===== src/design/nd_opt_pkg.sv =====
// shared types and constants for the neighbor discovery option parser
`timescale 1ns / 1ps

package nd_opt_pkg;

   localparam int BYTE_W     = 8;
   localparam int ADDR_W     = 48;
   localparam int CNT_W      = 11;
   localparam int UNIT_SHIFT = 3;
   localparam int CSR_IDX_W  = 1;
   localparam int RSP_DATA_W = 104;

   // link address bytes follow the type and length bytes
   localparam logic [CNT_W-1:0] ADDR_FIRST = CNT_W'(2);
   localparam logic [CNT_W-1:0] ADDR_END   = CNT_W'(8);

   typedef enum logic [1:0] {
      PH_TYPE = 2'd0,
      PH_LEN  = 2'd1,
      PH_BODY = 2'd2,
      PH_SKIP = 2'd3
   } phase_type;

   typedef enum logic [1:0] {
      CAP_NONE = 2'd0,
      CAP_SRC  = 2'd1,
      CAP_TGT  = 2'd2
   } cap_type;

   typedef enum logic [1:0] {
      ST_OK         = 2'd0,
      ST_SHORT_HDR  = 2'd1,
      ST_ZERO_LEN   = 2'd2,
      ST_SHORT_BODY = 2'd3
   } status_type;

   typedef enum logic [CSR_IDX_W-1:0] {
      CSR_SOURCE_CODE = 1'b0,
      CSR_TARGET_CODE = 1'b1
   } csr_type;

   localparam logic [BYTE_W-1:0] SOURCE_CODE_RESET = 8'd1;
   localparam logic [BYTE_W-1:0] TARGET_CODE_RESET = 8'd2;

   typedef struct packed {
      logic [BYTE_W-1:0] option_byte;
      logic              byte_present;
      logic              last;
   } item_type;

   // packed so that status sits in the lowest bits
   typedef struct packed {
      logic              repeat_seen;
      logic [ADDR_W-1:0] target_link_addr;
      logic              target_found;
      logic [ADDR_W-1:0] source_link_addr;
      logic              source_found;
      status_type        status;
   } result_type;

endpackage


===== src/design/nd_opt_in_stage.sv =====
// input register stage for the option byte stream
`timescale 1ns / 1ps

module nd_opt_in_stage
   import nd_opt_pkg::*;
(
   input  logic     clock,
   input  logic     reset,
   input  logic     in_valid,
   output logic     in_ready,
   input  item_type in_item,
   input  logic     advance,
   output logic     held_valid,
   output item_type held_item
);

   logic     valid_ff;
   logic     valid_in;
   item_type item_ff;

   // refill in the same cycle the held item moves on
   assign in_ready   = !valid_ff || advance;
   assign valid_in   = (in_valid && in_ready) || (valid_ff && !advance);
   assign held_valid = valid_ff;
   assign held_item  = item_ff;

   always_ff @(posedge clock) begin
      if (reset) begin
         valid_ff <= 1'b0;
      end else begin
         valid_ff <= valid_in;
      end
   end

   always_ff @(posedge clock) begin
      if (in_valid && in_ready) begin
         item_ff <= in_item;
      end
   end

endmodule


===== src/design/nd_opt_parser.sv =====
// option walk state and per-byte update, result formed on the last item
`timescale 1ns / 1ps

module nd_opt_parser
   import nd_opt_pkg::*;
(
   input  logic              clock,
   input  logic              reset,
   input  logic              step,
   input  item_type          item,
   input  logic [BYTE_W-1:0] source_code,
   input  logic [BYTE_W-1:0] target_code,
   output result_type        result
);

   phase_type         phase_ff, phase_in, phase_upd;
   logic [CNT_W-1:0]  cnt_ff, cnt_in, cnt_upd, cnt_inc;
   logic [CNT_W-1:0]  size_ff, size_in, size_upd;
   cap_type           cap_ff, cap_in, cap_upd;
   logic [ADDR_W-1:0] src_ff, src_in, src_upd;
   logic [ADDR_W-1:0] tgt_ff, tgt_in, tgt_upd;
   logic [1:0]        found_ff, found_in, found_upd;
   status_type        err_ff, err_in, err_upd;
   logic              rep_ff, rep_in, rep_upd;
   status_type        status;
   logic [BYTE_W-1:0] b;

   assign b       = item.option_byte;
   assign cnt_inc = cnt_ff + CNT_W'(1);

   always_comb begin
      phase_upd = phase_ff;
      cnt_upd   = cnt_ff;
      size_upd  = size_ff;
      cap_upd   = cap_ff;
      src_upd   = src_ff;
      tgt_upd   = tgt_ff;
      found_upd = found_ff;
      err_upd   = err_ff;
      rep_upd   = rep_ff;

      if (step && item.byte_present) begin
         case (phase_ff)
            PH_TYPE: begin
               cap_upd = CAP_NONE;
               // equal codes resolve to the source option
               if (b == source_code) begin
                  if (found_ff[0]) begin
                     rep_upd = 1'b1;
                  end else begin
                     found_upd[0] = 1'b1;
                     cap_upd      = CAP_SRC;
                  end
               end else if (b == target_code) begin
                  if (found_ff[1]) begin
                     rep_upd = 1'b1;
                  end else begin
                     found_upd[1] = 1'b1;
                     cap_upd      = CAP_TGT;
                  end
               end
               cnt_upd   = CNT_W'(1);
               phase_upd = PH_LEN;
            end
            PH_LEN: begin
               if (b == '0) begin
                  err_upd   = ST_ZERO_LEN;
                  phase_upd = PH_SKIP;
               end else begin
                  size_upd  = CNT_W'(b) << UNIT_SHIFT;
                  cnt_upd   = ADDR_FIRST;
                  phase_upd = PH_BODY;
               end
            end
            PH_BODY: begin
               if (cnt_ff >= ADDR_FIRST && cnt_ff < ADDR_END) begin
                  if (cap_ff == CAP_SRC) begin
                     src_upd = {src_ff[ADDR_W-BYTE_W-1:0], b};
                  end else if (cap_ff == CAP_TGT) begin
                     tgt_upd = {tgt_ff[ADDR_W-BYTE_W-1:0], b};
                  end
               end
               if (cnt_inc >= size_ff) begin
                  phase_upd = PH_TYPE;
                  cnt_upd   = '0;
                  cap_upd   = CAP_NONE;
               end else begin
                  cnt_upd = cnt_inc;
               end
            end
            PH_SKIP: begin
            end
            default: begin
            end
         endcase
      end

      if (err_upd != ST_OK) begin
         status = err_upd;
      end else if (phase_upd == PH_LEN) begin
         status = ST_SHORT_HDR;
      end else if (phase_upd == PH_BODY) begin
         status = ST_SHORT_BODY;
      end else begin
         status = ST_OK;
      end

      result = '0;
      result.status = status;
      if (status == ST_OK) begin
         result.source_found     = found_upd[0];
         result.source_link_addr = found_upd[0] ? src_upd : '0;
         result.target_found     = found_upd[1];
         result.target_link_addr = found_upd[1] ? tgt_upd : '0;
         result.repeat_seen      = rep_upd;
      end

      // the area ends here: start the next one clean
      if (step && item.last) begin
         phase_in = PH_TYPE;
         cnt_in   = '0;
         size_in  = '0;
         cap_in   = CAP_NONE;
         src_in   = '0;
         tgt_in   = '0;
         found_in = '0;
         err_in   = ST_OK;
         rep_in   = 1'b0;
      end else begin
         phase_in = phase_upd;
         cnt_in   = cnt_upd;
         size_in  = size_upd;
         cap_in   = cap_upd;
         src_in   = src_upd;
         tgt_in   = tgt_upd;
         found_in = found_upd;
         err_in   = err_upd;
         rep_in   = rep_upd;
      end
   end

   always_ff @(posedge clock) begin
      if (reset) begin
         phase_ff <= PH_TYPE;
         cnt_ff   <= '0;
         size_ff  <= '0;
         cap_ff   <= CAP_NONE;
         src_ff   <= '0;
         tgt_ff   <= '0;
         found_ff <= '0;
         err_ff   <= ST_OK;
         rep_ff   <= 1'b0;
      end else begin
         phase_ff <= phase_in;
         cnt_ff   <= cnt_in;
         size_ff  <= size_in;
         cap_ff   <= cap_in;
         src_ff   <= src_in;
         tgt_ff   <= tgt_in;
         found_ff <= found_in;
         err_ff   <= err_in;
         rep_ff   <= rep_in;
      end
   end

endmodule


===== src/design/nd_option_tlv_parser.sv =====
// top level of the neighbor discovery option parser
`timescale 1ns / 1ps

// Walks the option area of an IPv6 neighbor discovery message, one byte per
// transfer, and on the transfer marked tlast returns one result with the
// status and the link addresses of the first source and target options.
// Every transfer without tlast gives no result; a transfer with tuser low and
// tlast low is dropped. The block takes one transfer every clock cycle while
// no tlast transfer waits for the result register; each byte needs one step
// of the option walk, done between the input and the result register. While
// a result waits on rsp_tready, bytes flow on up to the next tlast transfer,
// which waits in the input register. The user writes the option type codes
// through the csr port while idle; the block itself does not enforce this.
module nd_option_tlv_parser
   import nd_opt_pkg::*;
(
   input  logic                  clock,
   input  logic                  reset,
   input  logic                  req_tvalid,
   output logic                  req_tready,
   input  logic [BYTE_W-1:0]     req_tdata,   // option_byte
   input  logic                  req_tuser,   // byte_present
   input  logic                  req_tlast,
   output logic                  rsp_tvalid,
   input  logic                  rsp_tready,
   // status[1:0], source_found, source_link_addr[47:0], target_found,
   // target_link_addr[47:0], repeat_seen, zero fill
   output logic [RSP_DATA_W-1:0] rsp_tdata,
   input  logic                  csr_we,
   input  logic [CSR_IDX_W-1:0]  csr_index,
   input  logic [BYTE_W-1:0]     csr_wdata
);

   logic [BYTE_W-1:0]     src_code_ff;
   logic [BYTE_W-1:0]     tgt_code_ff;
   item_type              req_item;
   item_type              held_item;
   logic                  held_valid;
   logic                  out_free;
   logic                  advance;
   logic                  load_rsp;
   result_type            result;
   logic                  rsp_valid_ff, rsp_valid_in;
   logic [RSP_DATA_W-1:0] rsp_data_ff;

   assign req_item.option_byte  = req_tdata;
   assign req_item.byte_present = req_tuser;
   assign req_item.last         = req_tlast;

   always_ff @(posedge clock) begin
      if (reset) begin
         src_code_ff <= SOURCE_CODE_RESET;
         tgt_code_ff <= TARGET_CODE_RESET;
      end else if (csr_we) begin
         case (csr_type'(csr_index))
            CSR_SOURCE_CODE: src_code_ff <= csr_wdata;
            CSR_TARGET_CODE: tgt_code_ff <= csr_wdata;
            default: begin
            end
         endcase
      end
   end

   // only a last item needs room in the result register
   assign out_free = !rsp_valid_ff || rsp_tready;
   assign advance  = held_valid && (!held_item.last || out_free);
   assign load_rsp = advance && held_item.last;

   nd_opt_in_stage u_in_stage (
      .clock      (clock),
      .reset      (reset),
      .in_valid   (req_tvalid),
      .in_ready   (req_tready),
      .in_item    (req_item),
      .advance    (advance),
      .held_valid (held_valid),
      .held_item  (held_item)
   );

   nd_opt_parser u_parser (
      .clock       (clock),
      .reset       (reset),
      .step        (advance),
      .item        (held_item),
      .source_code (src_code_ff),
      .target_code (tgt_code_ff),
      .result      (result)
   );

   assign rsp_valid_in = load_rsp || (rsp_valid_ff && !rsp_tready);

   always_ff @(posedge clock) begin
      if (reset) begin
         rsp_valid_ff <= 1'b0;
      end else begin
         rsp_valid_ff <= rsp_valid_in;
      end
   end

   always_ff @(posedge clock) begin
      if (load_rsp) begin
         rsp_data_ff <= RSP_DATA_W'(result);
      end
   end

   assign rsp_tvalid = rsp_valid_ff;
   assign rsp_tdata  = rsp_data_ff;

endmodule


===== config.mk =====
export PLATFORM = sky130hd
export DESIGN_NAME = nd_option_tlv_parser
export DESIGN_NICKNAME = d
export VERILOG_FILES = /design/src/design/nd_opt_pkg.sv /design/src/design/nd_opt_in_stage.sv /design/src/design/nd_opt_parser.sv /design/src/design/nd_option_tlv_parser.sv
export SDC_FILE = /design/constraint.sdc
export NUM_CORES = 1
export LEC_CHECK = 0
export ABC_AREA = 1
export BUFFER_PORTS_ARGS = -buffer_cell sky130_fd_sc_hd__buf_2
export CORE_ASPECT_RATIO = 1.25
export CORE_MARGIN = 2
export CORE_UTILIZATION = 50
export DETAILED_ROUTE_END_ITERATION = 8
export GPL_TIMING_DRIVEN = 0
export PLACE_DENSITY = 0.75
export SETUP_SLACK_MARGIN = 0.4
export SLEW_MARGIN = 5
export SYNTH_ARGS = -nofsm -noshare
export SYNTH_HDL_FRONTEND = slang
export SYNTH_SLANG_ARGS = --single-unit

===== constraint.sdc =====
create_clock -name clock -period 5.5 [get_ports clock]
set_input_delay 1.1 -clock clock [delete_from_list [all_inputs] [get_ports clock]]
set_output_delay 1.1 -clock clock [all_outputs]
set_load 0.01 [all_outputs]

==> flow_summary.ini, run 1 <==
[clocking]
clk_pin_slew_worst_paths_ns = 0.06
post_cts_buffers = 0
numCtsBuffers = 24
htree_levels = 1
clkSinkCount = 253
cts_tree = built
hold_buffers = 0
cts-root-buf = clkbuf_16
cts_resized = 0
cts_buffer_depth = 3
clk_latency_ns = 0.51

[floorplan]
die-width_um = 133
ios = 130
core_area_um2 = 20200
floorplan.rows = 58
dieArea_um2 = 21800
die_y_um = 165
initial_utilization = 0.512

[worst_setup_path]
critPathMaxFanout = 10
r2r-end = rsp_tdata[40]
worstSetupStartpointType = register
regToRegStartpoint = u_parser.cnt_ff[1]
arrival_ns = 4.14
reg2reg_depth = 21
path_cells = ha_1, nand2_1, nor3_1, nand2_1, xor2_1, inv_1, ha_1, nand2_1, nor2_1, nand2_1, nand3_1, nand2_1, a21boi_0, ha_1, inv_1, nand3_1, nand2_2, nor2_2, nand2_2, clkbuf_1, nor2_1
crit_type = reg -> reg
max_stage_delay_ns = 0.45
ff2ff_setup_slack_ns = 1.59
worst_setup_path_end_kind = register
worst_path_max_delay_cell = dfxtp_1
worst_ep_required_time_ns = 5.73
crit_top_cell = nand2_1

[routing]
drc = 0
dr.pass1.iters = 5
wl_per_cell_um = 13.3
routed_wl_um = 21300
via_per_inst = 4.82
drtIter0Drc = 523
vias = 7724
final_antenna_net_count = 0

[synth]
yosysSeqAreaShare = 0.598
yosys_warnings = 0
ys_dominant_reg_cell = dfxtp_1
ys_top_cells_by_area = edfxtp_1 32%, dfxtp_1 28%, nor2_1 8.9%
synth_edf_count = 111
ys_async_sr_fraction = 0
yosysMostFrequentCell = nor2_1
syn_avg_cell_area_um2 = 8.90
synth_top_area_frac = 0.323
syn_area_um2 = 10300
synthTopCellsByCount = 245 x nor2_1, 195 x nand2_1, 166 x inv_1, 142 x dfxtp_1, 111 x edfxtp_1
ys_types = 27
yosys_register_bits = 253
yosysTopAreaCell = edfxtp_1
syn-instance-count = 1159

[sta]
rsz0062_at_grt = false
layout_min_cycle_time_ns = 3.91
fmax_ghz = 0.256
fin_skew_ns = 0.0184
worstMarginPinSlew_ns = 0.757
hold_violations = 0
tns_ns = 0
period_share = 0.711
setup_violations = 0
drv_slew = 0
relSlewSlack = 0.495

[min_path]
hold_depth = 2
whs_endpoint = u_parser.size_ff[7]
min-delay-start = u_parser.size_ff[7]
min_path_type = reg -> reg

[placed_design]
gp_congestion = 0.915
numPortBuffers = 126
dp_hpwl_um = 15100
dp.cells = 1558
postPlaceCellArea_um2 = 11300

[pwr]
ir_drop_uv = 252
leakagePower_nw = 4.95
power_density_nw_per_um2 = 312

[final_layout]
drive_above_1_share = 0.160
fin_nets = 1353
final_cell_area_um2 = 12100
synthToLayoutAreaGrowth_pct = 17.3
fin_cells = 1602
diodes = 0

[grt]
grt_first_pass_wirelength_um = 34800
grt_max_degree = 57
grt_pass1_vias = 7363
grt_util_all_layers = 0.196
grt_overflow_total = 0
antenna_found_initial = 0

[flow_run]
drv_cap = 0

[outcome]
status = completed
==> critical path: cells and delay by family (launching register included) <==
kind / cells / cell delay, ns
AO/OA/AOI/OAI: 1 / 0.21
XOR/XNOR: 1 / 0.16
adder cells (fa/ha/maj): 3 / 0.84
buffers and inverters: 3 / 0.52
flip-flops: 1 / 0.45
AND/OR/NAND/NOR: 13 / 1.44
==> placed cells by master (no fill, tap or decap), types with 2 or more instances in the layout <==
cell type / netlist / layout
nor2_2: 11 / 11
buf_6: 8 / 8
nand3_2: 2 / 2
nand3_1: 26 / 26
edfxtp_1: 111 / 111
clkbuf_16: 0 / 25
buf_2: 13 / 139
o21ai_0: 73 / 73
clkinv_2: 0 / 6
nor3_1: 5 / 5
ha_1: 15 / 15
xor2_1: 6 / 6
nor2_1: 245 / 245
nand2_1: 195 / 195
nand4_1: 7 / 7
a21oi_1: 37 / 37
o21a_1: 48 / 48
o211ai_1: 2 / 2
clkinvlp_4: 0 / 2
inv_1: 166 / 165
xnor2_1: 6 / 6
clkbuf_8: 0 / 4
clkbuf_1: 24 / 29
buf_4: 7 / 7
nand2_2: 4 / 4
o21bai_1: 2 / 2
dfxtp_1: 142 / 142
conb_1: 1 / 3
==> report_power, final <==
group,internal [mW],switching [mW]
sequential,1.99,0.0234
clock,0.936,0.692
combinational,0.0449,0.0895
total,2.97,0.805
==> cells by family after synthesis <==
group,synth area share
flops,0.598
other cells,0.000363
compound gates,0.0919
fa+ha+maj,0.0182
buf+inv,0.0896
xor+xnor,0.0102
simple gates,0.191
==> cell type report <==
cell class	count	area, µm²
fillers	1785	8070
flip-flops and latches	253	6180
multi-input cells	689	3230
clock buffers	34	699
repair buffers	127	651
inverters	167	629
well taps	270	338
plain buffers	52	298
clock inverters	10	83.8
==> routing by layer <==
| metal | part of all wire | global-route usage |
|---|---|---|
| met1 | 0.44 | 0.247 |
| met2 | 0.49 | 0.345 |
| met3 | 0.048 | 0.0276 |
| met4 | 0.026 | 0.0689 |
| met5 | 0 | 0 |
==> metrics by stage <==
| stage | total power [mW] | setup WS (ns) | util | hold slack (ns) |
|---|---|---|---|---|
| after CTS | 3.79 | 1.58 | 0.600 | 0.460 |
| after floorplan | 2.13 | 1.77 | - | 0.433 |
| after global routing | 3.89 | 1.14 | 0.600 | 0.487 |
| final | 3.77 | 1.59 | 0.600 | 0.459 |
| after detailed placement | 2.18 | 1.61 | 0.561 | 0.452 |
| after global placement | 2.18 | 0.906 | 0.560 | 0.446 |
==> flip-flops by register name, indices dropped and copies added (netlist names) <==
| signal | count |
|---|---|
| u_parser.cnt_ff | 11 |
| rsp_tdata | 101 |
| rsp_tvalid | 1 |
| tgt_code_ff | 8 |
| u_parser.src_ff | 48 |
| u_in_stage.held_item | 10 |
| u_parser.phase_ff | 2 |
| u_in_stage.held_valid | 1 |
| src_code_ff | 8 |
| u_parser.rep_ff | 1 |
| u_parser.found_ff | 2 |
| u_parser.size_ff | 8 |
| u_parser.cap_ff | 2 |
| u_parser.tgt_ff | 48 |
| u_parser.err_ff | 2 |
==> worst max path at each step <==
stage | start | endpoint | cells past startpoint
after floorplan | rsp_tready | rsp_tdata[0] | 4
after global placement | rsp_tready | rsp_tdata[85] | 5
after detailed placement | u_parser.cnt_ff[1] | rsp_tdata[31] | 21
after CTS | u_parser.cnt_ff[1] | rsp_tdata[31] | 21
after global routing | u_parser.cnt_ff[1] | rsp_tdata[34] | 20
final | u_parser.cnt_ff[1] | rsp_tdata[40] | 21
(Power assumes the default switching activity.)
==> inputs of run 2 (changes only) <==
PLACE_DENSITY = 0.78   (was 0.75)
clock period = 3.45 ns   (was 5.5 ns; I/O delays follow)
==> run 2 against run 1 <==
Against the previous run:
- via count is 5.7% higher
- sequential cell count stayed put
- worst setup slack worse by 1.6 ns
- cell count is 2.4% higher
- critical path type unchanged
- maximum frequency is 15% higher
- highest routed layer unchanged
- largest cell class unchanged
- clock power is 61% higher
- register-to-register slack worse by 1.6 ns
- first-iteration DRC count is 0.38% higher
- sequential share of layout area is 2.9 points lower
- global-route usage is 1.1 points higher
- routed wire length is 7.7% higher
==> flow_summary.ini, run 2 (synthesis results as in run 1) <==
[outcome]
status = completed

[placed_design]
dp_hpwl_um = 15300
gp_congestion = 0.851
numPortBuffers = 126
dp.cells = 1559

[pwr]
power_density_nw_per_um2 = 473
p_sw_frac = 0.213
p_int_mw = 4.79
clockPowerShare = 0.432
p_sw_mw = 1.29
combPwrFrac = 0.042
seqPwrFrac = 0.526
ir_drop_uv = 358
leakagePower_nw = 5.30

[floorplan]
dieArea_um2 = 21800
initial_utilization = 0.512
core_area_um2 = 20200
floorplan.rows = 58
ios = 130
die-width_um = 133
die_y_um = 165

[worst_setup_path]
worst_setup_path_end_kind = register
max_stage_delay_ns = 0.39
worst_ep_required_time_ns = 3.71
worstSetupStartpointType = register
arrival_ns = 3.68
path_cells = ha_4, nand2_4, nor3_4, nand2_2, xor2_2, inv_2, ha_4, nand2_2, nor2_2, nand2_2, nand3_2, nand2_2, a21boi_2, ha_4, inv_2, o211ai_1, nor2_4, nand2_4, buf_8, buf_12, buf_8, nor2_2
reg2reg_depth = 22
crit_type = reg -> reg
crit_top_cell = nand2_2
worst_path_max_delay_cell = dfxtp_4
critPathMaxFanout = 7

[routing]
dr.pass1.iters = 7
vias = 8165
drc = 0
wl_per_cell_um = 14.0
final_antenna_net_count = 0
routed_wl_um = 22900
drtIter0Drc = 525
via_per_inst = 4.98

[sta]
layout_min_cycle_time_ns = 3.41
fin_skew_ns = 0.0112
tns_ns = 0
rsz0062_at_grt = true
drv_slew = 0
relSlewSlack = 0.465
setup_violations = 0
fmax_ghz = 0.293
worstMarginPinSlew_ns = 0.799
period_share = 0.989
hold_violations = 0

[grt]
grt_overflow_total = 0
grt_max_degree = 46
grt_first_pass_wirelength_um = 36700
grt_util_all_layers = 0.207
grt_pass1_vias = 7725
antenna_found_initial = 0

[final_layout]
fin_nets = 1392
final_common_cell = nor2_1
layout_common_cells = 222 x nor2_1, 183 x nand2_1, 157 x inv_1, 136 x dfxtp_1, 135 x buf_2
largest_reg_flops = 101
synthToLayoutAreaGrowth_pct = 24.7
drive_above_1_share = 0.235
fin_cells = 1641
diodes = 0

[clocking]
hold_buffers = 0
cts-root-buf = clkbuf_16
cts_buffer_depth = 3
htree_levels = 1
clkSinkCount = 253
clk_latency_ns = 0.51
numCtsBuffers = 24
cts_tree = built
clk_pin_slew_worst_paths_ns = 0.06

[min_path]
min_path_type = in -> reg
hold_depth = 2

[flow_run]
drv_cap = 0
[run 2: cell type report]
class | instances | area (µm²)
clock inverter | 10 | 110
fill | 1656 | 7310
buffer | 52 | 363
clock buffer | 34 | 679
sequential | 253 | 6190
tap | 270 | 338
inverter | 167 | 633
multi-input combinational | 689 | 3510
timing repair buffer | 166 | 1030
[run 2: worst max-delay path: cells and delay by family (launching register included)]
| family | cells | cell delay [ns] |
|---|---|---|
| adder cells (fa/ha/maj) | 3 | 0.59 |
| AO/OA/AOI/OAI | 2 | 0.50 |
| flip-flops | 1 | 0.39 |
| buffers and inverters | 5 | 0.46 |
| AND/OR/NAND/NOR | 11 | 1.02 |
| XOR/XNOR | 1 | 0.19 |
[run 2: final timing paths]
kind	startpoint	endpoint	slack (ns)
max	u_parser.cnt_ff[1]	rsp_tdata[49]	0.04
min	reset	u_in_stage.held_valid	0.35
max reg2reg	u_parser.cnt_ff[1]	rsp_tdata[49]	0.04
min reg2reg	src_code_ff[6]	src_code_ff[6]	0.47
[run 2: metrics by stage]
step | utilization | worst slack, ns | total power, mW | cell area [µm²] | hold slack, ns
after CTS | 0.626 | 0.240 | 6.10 | 12600 | 0.334
after floorplan | - | 0.369 | 3.39 | 10400 | 0.433
after global routing | 0.638 | -0.0863 | 6.27 | 12900 | 0.339
after global placement | 0.561 | -0.208 | 3.48 | 11300 | 0.445
final | 0.638 | 0.0369 | 6.08 | 12900 | 0.347
after detailed placement | 0.563 | -0.209 | 3.48 | 11400 | 0.451
[run 2: timing repair]
item / CTS / global route
endpoints found under the setup margin: 98 / 109
buffers inserted: 25 / 10
gates resized for setup: 66 / 47
pin swaps: 18 / 18
gates cloned: 2 / 1
[run 2: power groups by stage]
stage / combinational [mW] / sequential [mW] / clock [mW]
2_1_floorplan: 0.121 / 3.27 / 0
3_3_place_gp: 0.207 / 3.27 / 0
3_5_place_dp: 0.216 / 3.27 / 0
4_1_cts: 0.241 / 3.20 / 2.66
5_1_grt: 0.283 / 3.20 / 2.78
6_report: 0.254 / 3.20 / 2.63
[run 2: layer usage]
metal | track usage | part of all wire | vias up
li1 | - | - | 4046
met4 | 0.0850 | 0.039 | 0
met1 | 0.255 | 0.41 | 3779
met3 | 0.0239 | 0.054 | 70
met5 | 0 | 0 | -
met2 | 0.370 | 0.50 | 270
==> inputs of run 3 (changes only) <==
SYNTH_HIERARCHICAL = 1   (was not set)
==> run 3 against run 2 <==
Against the previous run:
- utilization fell by 1.3 points
- non-clock buffer count is 24 lower
- count of clock-buffer cells in the layout fell by 1
- clock power grew 3%
- critical endpoint is now rsp_tdata[74]
- largest cell class unchanged
==> flow_summary.ini, run 3 <==
[synth]
synthTopCellsByCount = 236 x nor2_1, 146 x nand2_1, 142 x dfxtp_1, 111 x edfxtp_1, 110 x inv_1
syn-instance-count = 1063
yosys_warnings = 6
ys_top_cells_by_area = edfxtp_1 33%, dfxtp_1 28%, nor2_1 8.7%
syn_avg_cell_area_um2 = 9.55
ys_types = 32
ys_async_sr_fraction = 0
synth_top_area_frac = 0.328
ys_dominant_reg_cell = dfxtp_1
synth_edf_count = 111
syn_area_um2 = 10200
yosysSeqAreaShare = 0.608
yosysTopAreaCell = edfxtp_1
yosysMostFrequentCell = nor2_1
yosys_register_bits = 253

[sta]
relSlewSlack = 0.371
layout_min_cycle_time_ns = 3.12
tns_ns = 0
hold_violations = 0
fmax_ghz = 0.320
rsz0062_at_grt = true
fin_skew_ns = 0.00801
setup_violations = 0
fin_ws_ns = 0.326
drv_slew = 0
worstMarginPinSlew_ns = 0.944
period_share = 0.905

[final_layout]
layout_common_cells = 200 x nor2_1, 139 x buf_2, 136 x dfxtp_1, 133 x nand2_1, 111 x edfxtp_1
fin_nets = 1275
drive_above_1_share = 0.251
fill_cells = 1590
diodes = 0
largest_reg_flops = 101
synthToLayoutAreaGrowth_pct = 23.2
fin_cells = 1524
final_common_cell = nor2_1

[outcome]
status = completed

[clocking]
numCtsBuffers = 25
clkSinkCount = 253
clk_pin_slew_worst_paths_ns = 0.06
cts_tree = built
cts-root-buf = clkbuf_16
clk_latency_ns = 0.51
htree_levels = 1
hold_buffers = 0
cts_buffer_depth = 3

[grt]
grt_pass1_vias = 7058
grt_util_all_layers = 0.189
antenna_found_initial = 0
grt_first_pass_wirelength_um = 33300
grt_max_degree = 47
grt_overflow_total = 0

[routing]
via_per_inst = 4.98
drtIter0Drc = 538
final_antenna_net_count = 0
routed_wl_um = 21400
drc = 0
vias = 7595
dr.pass1.iters = 7
wl_per_cell_um = 14.1

[worst_setup_path]
crit_type = reg -> reg
critPathMaxFanout = 10
worstSetupStartpointType = register
ff2ff_setup_slack_ns = 0.33
worst_ep_required_time_ns = 3.79
arrival_ns = 3.46
worst_setup_path_end_kind = register

[placed_design]
gp_congestion = 0.890
numPortBuffers = 125
dp_slack_ns = -0.202
dp_hpwl_um = 14700
dp.cells = 1462

[pwr]
power_density_nw_per_um2 = 499
seqPwrFrac = 0.517
combPwrFrac = 0.047
p_sw_mw = 1.33
ir_drop_uv = 401
leakagePower_nw = 5.31
clockPowerShare = 0.436
p_sw_frac = 0.213
p_int_mw = 4.91

[floorplan]
ios = 130
die_y_um = 163
dieArea_um2 = 21500
floorplan.rows = 58
initial_utilization = 0.507
core_area_um2 = 20000
die-width_um = 131

[flow_run]
drv_cap = 0

[min_path]
min_path_type = in -> reg
-- run 3: cell types whose count changed after synthesis, moves of 5 or more --
| cell | delta |
|---|---|
| inv_1 | -56 |
| nand2_1 | -49 |
| inv_2 | +8 |
| o21ai_1 | +33 |
| buf_6 | -5 |
| o21ai_0 | -43 |
| xnor2_1 | +7 |
| nor2_2 | -10 |
| o21a_1 | -48 |
| nor2_1 | -9 |
| mux2i_1 | +44 |
| nand3_1 | +15 |
| nor2_4 | +11 |
-- run 3: worst paths after layout --
path	from	to	depth (start not counted)
worst max-delay path	u_parser/cnt_ff[1]	rsp_tdata[74]	22
worst max register to register	u_parser/cnt_ff[1]	rsp_tdata[74]	22
worst min register to register	u_parser/size_ff[3]	u_parser/size_ff[3]	2
worst min-delay path	req_tdata[7]	u_in_stage/held_item[9]	1
-- run 3: power by group through the flow --
stage / Clock, mW / Sequential [mW] / Combinational, mW
final: 2.72 / 3.23 / 0.292
after global routing: 2.87 / 3.23 / 0.321
after CTS: 2.76 / 3.23 / 0.285
after detailed placement: 0 / 3.29 / 0.274
after global placement: 0 / 3.30 / 0.264
after floorplan: 0 / 3.31 / 0.147
-- run 3: cell type report --
cell class                 instances  area (µm²)  area share
tap                              270         338      0.0270
clock inverter                    12         140      0.0112
buffer                            50         313      0.0250
sequential                       253        6200       0.496
clock buffer                      33         686      0.0548
inverter                         121         460      0.0368
multi-input combinational        641        3540       0.283
timing repair buffer             144         826      0.0660
-- run 3: worst max-delay path, stage by stage, from the launching register on --
cell and delay, ns:
dfxtp_4 0.39, ha_4 0.16, nand2_4 0.06, nor2_4 0.09, nand2_2 0.05, xor2_1 0.13, inv_1 0.10, ha_4 0.28
nand2_2 0.06, nor2_1 0.11, nand2_1 0.09, nand2_2 0.08, nand3_2 0.09, nand3_4 0.10, nand2_2 0.06, nand2_2 0.08
nand2_2 0.06, ha_4 0.28, nand4_4 0.11, inv_4 0.10, nand2_4 0.07, buf_2 0.19, nor2_1 0.19
-- run 3: logic make-up (layout without fill, tap and decap cells) --
logic type,count (synthesis),count (layout),synth area share
compound gates,106,106,0.0532
xor+xnor,19,19,0.0164
fa+ha+maj,15,15,0.0185
buf+inv,171,360,0.0720
flops,253,253,0.608
mux,44,44,0.0434
other cells,1,3,0.000369
simple gates,454,454,0.188
-- run 3: routing by layer --
metal / GRT usage / vias to the layer above / wire length (µm)
li1: - / 3750 / -
met4: 0.0652 / 0 / 526
met1: 0.233 / 3547 / 8970
met5: 0 / - / 0
met2: 0.342 / 256 / 10800
met3: 0.0276 / 42 / 1130
-- run 3: metrics by stage --
step / cell area [µm²] / power, mW / hold slack (ns) / util
after CTS: 12300 / 6.27 / 0.338 / 0.613
after global routing: 12500 / 6.42 / 0.336 / 0.624
after global placement: 11100 / 3.56 / 0.440 / 0.556
after detailed placement: 11200 / 3.57 / 0.457 / 0.558
final: 12500 / 6.24 / 0.348 / 0.624
after floorplan: 10200 / 3.46 / 0.428 / -
-- run 3: repair_timing --
| item | 4_1_cts | 5_1_grt |
|---|---|---|
| setup buffers | 12 | 4 |
| cloned | 1 | 0 |
| pin swaps | 12 | 15 |
| gates resized for setup | 45 | 64 |
| endpoints found under the setup margin | 99 | 99 |
